### src/rtl/hexd_pkg.sv
// Shared constants, types and hex digit helpers for the hex escape decoder.
package hexd_pkg;

   // Width of the per-string decoded byte counter (saturating)
   localparam int COUNT_WIDTH = 16;
   localparam int REPORT_WIDTH = 16;

   // Escape phase codes
   localparam logic [1:0] PH_IDLE = 2'd0;   // outside an escape
   localparam logic [1:0] PH_X    = 2'd1;   // expecting 'x'
   localparam logic [1:0] PH_HI   = 2'd2;   // expecting high digit
   localparam logic [1:0] PH_LO   = 2'd3;   // expecting low digit

   // Result status codes
   localparam logic [1:0] ST_OK        = 2'd0;
   localparam logic [1:0] ST_NON_ASCII = 2'd1;
   localparam logic [1:0] ST_BAD_ESC   = 2'd2;
   localparam logic [1:0] ST_UNTERM    = 2'd3;

   // Characters of interest
   localparam logic [7:0] CH_BACKSLASH = 8'h5C;
   localparam logic [7:0] CH_X_LOWER   = 8'h78;

   typedef struct packed {
      logic [1:0]             phase;
      logic                   bad;
      logic [3:0]             nibble;
      logic [COUNT_WIDTH-1:0] count;
      logic                   dropping;
   } dec_state_type;

   typedef struct packed {
      logic                    valid;
      logic [7:0]              out_byte;
      logic [1:0]              status;
      logic                    end_of_blob;
      logic [REPORT_WIDTH-1:0] decoded_count;
   } dec_rsp_type;

   // True for 0-9, A-F, a-f
   function automatic logic hex_ok(input logic [7:0] c);
      hex_ok = (c >= 8'h30 && c <= 8'h39) || (c >= 8'h41 && c <= 8'h46) ||
               (c >= 8'h61 && c <= 8'h66);
   endfunction

   // Nibble value of a hex digit, zero otherwise
   function automatic logic [3:0] hex_val(input logic [7:0] c);
      logic [7:0] v;
      v = 8'd0;
      if (c >= 8'h30 && c <= 8'h39) begin
         v = c - 8'h30;
      end else if (c >= 8'h41 && c <= 8'h46) begin
         v = c - 8'h37;
      end else if (c >= 8'h61 && c <= 8'h66) begin
         v = c - 8'h57;
      end
      hex_val = v[3:0];
   endfunction

endpackage

### src/rtl/hexd_decode.sv
// Escape phase state and per-character decode step.
module hexd_decode import hexd_pkg::*; (
   input  logic        clock,
   input  logic        reset,
   input  logic        fire,       // a character is processed this cycle
   input  logic [7:0]  in_char,
   input  logic        last_char,
   output dec_rsp_type rsp
);

   localparam logic [COUNT_WIDTH-1:0] COUNT_MAX = '1;

   dec_state_type state_ff;
   dec_state_type state_in;
   dec_state_type step;

   logic [COUNT_WIDTH-1:0]              count_new;
   logic [COUNT_WIDTH+REPORT_WIDTH-1:0] count_wide;
   logic                                emit;
   logic [1:0]                          status;
   logic [7:0]                          byte_val;

   // Saturating increment of the decoded byte count
   always_comb begin
      count_new = state_ff.count;
      if (state_ff.count != COUNT_MAX) begin
         count_new = state_ff.count + {{(COUNT_WIDTH-1){1'b0}}, 1'b1};
      end
   end

   // One character of decode
   always_comb begin
      step     = state_ff;
      emit     = 1'b0;
      status   = ST_OK;
      byte_val = 8'd0;
      if (state_ff.dropping) begin
         if (last_char) begin
            step = '0;
         end
      end else begin
         case (state_ff.phase)
            PH_IDLE: begin
               if (in_char == CH_BACKSLASH) begin
                  if (last_char) begin
                     emit   = 1'b1;
                     status = ST_UNTERM;
                  end else begin
                     step.phase = PH_X;
                     step.bad   = 1'b0;
                  end
               end else if (in_char[7]) begin
                  emit   = 1'b1;
                  status = ST_NON_ASCII;
               end else begin
                  emit       = 1'b1;
                  step.count = count_new;
                  byte_val   = in_char;
               end
            end
            PH_X: begin
               if (last_char) begin
                  emit   = 1'b1;
                  status = ST_UNTERM;
               end else begin
                  step.bad   = state_ff.bad | (in_char != CH_X_LOWER);
                  step.phase = PH_HI;
               end
            end
            PH_HI: begin
               if (last_char) begin
                  emit   = 1'b1;
                  status = ST_UNTERM;
               end else begin
                  step.bad    = state_ff.bad | ~hex_ok(in_char);
                  step.nibble = hex_val(in_char);
                  step.phase  = PH_LO;
               end
            end
            default: begin
               emit       = 1'b1;
               step.phase = PH_IDLE;
               if (state_ff.bad || !hex_ok(in_char)) begin
                  status = ST_BAD_ESC;
               end else begin
                  step.count = count_new;
                  byte_val   = {state_ff.nibble, hex_val(in_char)};
               end
            end
         endcase
      end
   end

   // Result beat and the state left behind by it
   always_comb begin
      count_wide        = {{REPORT_WIDTH{1'b0}}, step.count};
      rsp.valid         = fire & emit;
      rsp.out_byte      = byte_val;
      rsp.status        = status;
      rsp.end_of_blob   = last_char;
      rsp.decoded_count = count_wide[REPORT_WIDTH-1:0];
      state_in          = step;
      if (emit) begin
         if (last_char) begin
            state_in = '0;
         end else if (status != ST_OK) begin
            state_in.phase    = PH_IDLE;
            state_in.bad      = 1'b0;
            state_in.nibble   = 4'd0;
            state_in.dropping = 1'b1;
         end
      end
   end

   always_ff @(posedge clock) begin
      if (reset) begin
         state_ff <= '0;
      end else if (fire) begin
         state_ff <= state_in;
      end
   end

   // An error before the end of a string starts discarding
   a_err_drops: assert property (@(posedge clock) disable iff (reset)
      rsp.valid && !rsp.end_of_blob && rsp.status != ST_OK |=> state_ff.dropping)
      else $error("error without discard");

   // Discarding only ever happens outside an escape
   a_drop_idle: assert property (@(posedge clock) disable iff (reset)
      state_ff.dropping |-> state_ff.phase == PH_IDLE)
      else $error("discarding inside escape");

   // Error results carry a zero byte
   a_err_zero: assert property (@(posedge clock) disable iff (reset)
      rsp.valid && rsp.status != ST_OK |-> rsp.out_byte == 8'd0)
      else $error("error result with data");

endmodule

### src/rtl/hexd_rsp_reg.sv
// Result register facing the output stream.
module hexd_rsp_reg import hexd_pkg::*; (
   input  logic        clock,
   input  logic        reset,
   input  logic        advance,    // decode step taken this cycle
   input  dec_rsp_type rsp,
   input  logic        rsp_tready,
   output logic        can_load,
   output logic        rsp_tvalid,
   output dec_rsp_type rsp_data
);

   logic        valid_ff;
   logic        valid_in;
   dec_rsp_type data_ff;
   logic        load;

   assign can_load = ~valid_ff | rsp_tready;
   assign load     = advance & rsp.valid;

   // Hold until taken, reload when a new result arrives
   always_comb begin
      valid_in = valid_ff;
      if (load) begin
         valid_in = 1'b1;
      end else if (rsp_tready) begin
         valid_in = 1'b0;
      end
   end

   always_ff @(posedge clock) begin
      if (reset) begin
         valid_ff <= 1'b0;
      end else begin
         valid_ff <= valid_in;
      end
   end

   always_ff @(posedge clock) begin
      if (load) begin
         data_ff <= rsp;
      end
   end

   assign rsp_tvalid = valid_ff;
   assign rsp_data   = data_ff;

endmodule

### src/rtl/hex_escape_blob_decoder.sv
// Top level of the backslash-x hex escape decoder.
// Decodes an escaped text string, one character per beat on req_, into blob
// bytes on rsp_. Plain ASCII passes through, "\xHH" gives one byte, and the
// first error of a string (non-ASCII, bad escape, string ending inside an
// escape) is reported once, after which the rest of that string is dropped.
// One character is accepted every cycle unless rsp_ back-pressure holds both
// registers full; a character that produces a result passes from the input
// register into the result register, which shows it on rsp_. The decode step
// sits between those two registers and is a single phase update plus a
// saturating 16-bit increment. req_tready follows rsp_tready combinationally
// when both the input register and the result register are full.
module hex_escape_blob_decoder import hexd_pkg::*; (
   input  logic        clock,
   input  logic        reset,
   input  logic        req_tvalid,
   output logic        req_tready,
   input  logic [7:0]  req_tdata,   // [7:0] in_char
   input  logic        req_tlast,   // last_char
   output logic        rsp_tvalid,
   input  logic        rsp_tready,
   output logic [23:0] rsp_tdata,   // [7:0] out_byte, [23:8] decoded_count
   output logic [1:0]  rsp_tuser,   // [1:0] status
   output logic        rsp_tlast    // end_of_blob
);

   logic        in_valid_ff;
   logic        in_valid_in;
   logic [7:0]  char_ff;
   logic        last_ff;
   logic        can_load;
   logic        advance;
   logic        req_beat;
   dec_rsp_type dec_rsp;
   dec_rsp_type out_rsp;

   assign advance    = in_valid_ff & can_load;
   assign req_tready = ~in_valid_ff | can_load;
   assign req_beat   = req_tvalid & req_tready;

   // Input register
   always_comb begin
      in_valid_in = in_valid_ff;
      if (req_beat) begin
         in_valid_in = 1'b1;
      end else if (advance) begin
         in_valid_in = 1'b0;
      end
   end

   always_ff @(posedge clock) begin
      if (reset) begin
         in_valid_ff <= 1'b0;
      end else begin
         in_valid_ff <= in_valid_in;
      end
   end

   always_ff @(posedge clock) begin
      if (req_beat) begin
         char_ff <= req_tdata;
         last_ff <= req_tlast;
      end
   end

   hexd_decode u_decode (
      .clock     (clock),
      .reset     (reset),
      .fire      (advance),
      .in_char   (char_ff),
      .last_char (last_ff),
      .rsp       (dec_rsp)
   );

   hexd_rsp_reg u_rsp_reg (
      .clock      (clock),
      .reset      (reset),
      .advance    (advance),
      .rsp        (dec_rsp),
      .rsp_tready (rsp_tready),
      .can_load   (can_load),
      .rsp_tvalid (rsp_tvalid),
      .rsp_data   (out_rsp)
   );

   assign rsp_tdata = {out_rsp.decoded_count, out_rsp.out_byte};
   assign rsp_tuser = out_rsp.status;
   assign rsp_tlast = out_rsp.end_of_blob;

   // A decoded result always lands in the result register
   a_rsp_lands: assert property (@(posedge clock) disable iff (reset)
      advance && dec_rsp.valid |=> rsp_tvalid)
      else $error("result lost");

   // A held input character is never overwritten
   a_in_hold: assert property (@(posedge clock) disable iff (reset)
      in_valid_ff && !can_load |-> !req_tready)
      else $error("input register overrun");

endmodule

### config.mk
export PLATFORM = sky130hd
export DESIGN_NAME = hex_escape_blob_decoder
export DESIGN_NICKNAME = d
export VERILOG_FILES = /design/src/rtl/hexd_pkg.sv /design/src/rtl/hexd_decode.sv /design/src/rtl/hexd_rsp_reg.sv /design/src/rtl/hex_escape_blob_decoder.sv
export SDC_FILE = /design/constraint.sdc
export NUM_CORES = 1
export LEC_CHECK = 0
export BUFFER_PORTS_ARGS = -buffer_cell sky130_fd_sc_hd__buf_2
export CAP_MARGIN = 20
export CORE_AREA = 5 5 127 129
export DETAILED_ROUTE_END_ITERATION = 10
export DIE_AREA = 0 0 132 134
export PLACE_DENSITY = 0.48
export SYNTH_ARGS = -nofsm -noshare
export SYNTH_HDL_FRONTEND = slang
export SYNTH_SLANG_ARGS = --single-unit
### constraint.sdc
create_clock -name clock -period 4 [get_ports clock]
set_input_delay 0.2 -clock clock [delete_from_list [all_inputs] [get_ports clock]]
set_output_delay 0.2 -clock clock [all_outputs]
set_load 0.01 [all_outputs]
==> flow_summary_export.csv <==
group,metric,value,unit
sta,hold_viol,0,
routing,drt_iter0_drc,262,
die,fp.dieW,132,um
sta,slew_headroom,34.12,%
die,core-area,0.01492,mm^2
die,ioPinCount,42,
sta,max_slew.worst_pin.slew,0.9845,ns
clocking,cts.repair.resized,0,
yosys,synthMuxAreaShare,0.5319,%
outcome,status,"complete, no violations",
die,start_util,25.22,%
grt,grt_max_degree,22,
clocking,hold_buffers,0,
cells_and_area,areaGrowthSynthToFinish,17.69,%
sta,period_needed,2.787,ns
cells_and_area,drive_above_1_share,19.50,%
routing,wl_per_cell,17.41,um
yosys,synth_compound_area_share,28.22,%
critical_path,crit_required,4.08,ns
clocking,cts_inserted_buffers,9,
power,p_sw_share,23.86,%
critical_path,crit_path_start_kind,"flop",
cells_and_area,layout.nets,458,
critical_path,endpoint_kind,"flop",
yosys,ys_ff_latch,62,
sta,period_share,69.67,%
critical_path,reg2reg_setup_slack,1.21,ns
yosys,ys_async_sr_fraction,0,%
power,irDropWorstVdd,0.0001863,V
yosys,synthXorXnorAreaFrac,0.6981,%
yosys,synth_ff_type,"edfxtp_1",
power,p_leak,1.558,nW
clocking,cts_tree,"built",
sta,rsz0062_at_grt,"false",
routing,routed_wl,10950,um
cells_and_area,design_area,0.004429,mm^2
critical_path,critPathArrivalTime,2.87,ns
clocking,clk_pin_slew,0.06,ns
job,max-cap-violations,0,
yosys,synth_nets,426,
worst_hold_path,hp-class,"input pin to flop",
die,num_rows,45,
power,pwr-share-seq,43.4,%
sta,final.setup_skew,0.007090,ns
place,hpwl,8029,um
die,dieArea,0.01769,mm^2
power,clockPowerShare,48.6,%
yosys,synth-seq-area-share,42.55,%
grt,grt_pass1_wl,17770,um
place,dpl_cell_area,0.004126,mm^2
sta,fmax,358.8,MHz
cells_and_area,final_util,29.69,%
yosys,synth.distinct_cells,79,
routing,num_vias,3301,
power,p_int,1.253,mW
place,place_inst,613,
cells_and_area,final_common_cell,"nand2_1",
power,cellPowerDensity,371.6,mW/mm^2
routing,drtAntennaViolNets,0,
clocking,clk_path_buf_depth,2,
cells_and_area,diodes,0,
yosys,synth_area,0.003764,mm^2
place,dp_slack,1.246,ns
power,p_total,1.646,mW
yosys,synthCells,404,
sta,slew_violations,0,
yosys,synth_warnings,0,
power,power_switching,0.3927,mW
yosys,synth_edf_count,36,
cells_and_area,final_cell_mix,"nand2_1 (47), buf_2 (41), edfxtp_1 (36), nor2_1 (28), dfxtp_1 (26)",
grt,grt-ovfl-total,0,
routing,drcViolationCount,0,
yosys,synth_fa_ha_area_share,2.992,%
routing,avgViaCountPerCell,5.248,
clocking,clk_latency,0.34,ns
critical_path,worstSetupPathType,"flop to flop",
sta,finalWorstSetupSlack,1.213,ns
place,io_buffers,41,
yosys,synth-simple-area-share,20.61,%
sta,setup_tns,0,ns
clocking,cts_root_buffer,"clkbuf_16",
clocking,clkSinkCount,62,
sta,whs,0.03656,ns
grt,grt_usage,12.41,%
clocking,cts.htree.levels,3,
place,globalplace.congestion,0.8753,
yosys,synth_top_family_by_area,"compound AO/OA/AOI/OAI gates",
power,pwr-share-comb,8.0,%
clocking,postCtsSetupBuffers,0,
grt,antenna_found_initial,0,
cells_and_area,finalNonFillerCells,629,
sta,setup_viol,0,
critical_path,cp_max_fo,13,
die,die_h,134,um
routing,drtPass1Iterations,5,
yosys,syn_area_per_cell,9.316,um^2
grt,grt_pass1_vias,3331,
[layer usage]
layer / share of wire [%] / vias to the layer above / track usage (%)
met1: 47 / 1572 / 16.18
met3: 5.1 / 21 / 3.188
met2: 45 / 92 / 19.43
li1: - / 1616 / -
met5: 0 / - / 0
met4: 2.4 / 0 / 5.486
[cell usage after synthesis (3+ instances only)]
master | number | area share [%]
xnor2_1 | 3 | 0.70
and2_1 | 3 | 0.50
o21ai_0 | 23 | 3.1
a22o_1 | 9 | 2.1
o31ai_1 | 6 | 1.2
o21ai_1 | 7 | 0.93
nor2_1 | 28 | 2.8
a31oi_1 | 5 | 0.83
o22ai_1 | 4 | 0.66
nand2b_1 | 6 | 1.0
nand4_1 | 3 | 0.50
ha_1 | 9 | 3.0
o2bb2ai_1 | 3 | 0.70
nor3_1 | 12 | 1.6
o2111ai_1 | 3 | 0.70
dfxtp_1 | 26 | 14
buf_2 | 9 | 1.2
a21oi_1 | 23 | 3.1
edfxtp_1 | 36 | 29
and3_1 | 6 | 1.0
inv_1 | 14 | 1.4
clkbuf_1 | 10 | 1.0
nand3_1 | 18 | 2.4
a21o_1 | 3 | 0.60
a211oi_1 | 5 | 1.0
and4_1 | 5 | 1.2
nand2_1 | 47 | 4.7
a22oi_1 | 5 | 1.0
o211ai_1 | 6 | 1.2
[worst paths after layout]
kind	startpoint	endpoint	depth (start not counted)
max	char_ff[0]	u_rsp_reg.rsp_data[9]	8
max reg2reg	char_ff[0]	u_rsp_reg.rsp_data[9]	8
min reg2reg	u_decode.state_ff[20]	u_decode.state_ff[20]	1
min	req_tdata[1]	char_ff[1]	1
[critical path, stage by stage (launching register included)]
cell,delay (ns)
edfxtp_1,0.49
inv_1,0.10
ha_1,0.21
or3b_1,0.19
nand3_2,0.27
a21oi_2,0.51
o211ai_2,0.37
a21oi_1,0.30
o21bai_1,0.09
[registers in the layout (all words and copies together), names as in the netlist]
register and cells:
u_rsp_reg.rsp_data 27, u_decode.state_ff 24, char_ff 8, in_valid_ff 1
last_ff 1, u_rsp_reg.rsp_tvalid 1
[cell families after synthesis]
logic type	count (synthesis)
fa+ha+maj	9
xor+xnor	3
compound gates	140
buf+inv	39
mux	2
simple gates	149
flops	62
[cell type report]
class	count	area [um^2]
Fill cell	1551	10490
Multi-Input combinational cell	303	2009
Sequential cell	62	1602
Clock buffer	13	260.3
Tap cell	188	235.2
Timing Repair Buffer	42	212.7
Inverter	18	67.56
Clock inverter	3	42.54
[power by group through the flow]
| stage | combinational, mW | sequential [mW] | clock, mW |
|---|---|---|---|
| 2_1_floorplan | 0.0857 | 0.725 | 0 |
| 6_report | 0.131 | 0.715 | 0.800 |
| 3_5_place_dp | 0.132 | 0.728 | 0 |
| 3_3_place_gp | 0.132 | 0.727 | 0 |
| 5_1_grt | 0.144 | 0.717 | 0.848 |
| 4_1_cts | 0.132 | 0.715 | 0.818 |
Note: power is estimated with default switching activity, not from simulation.
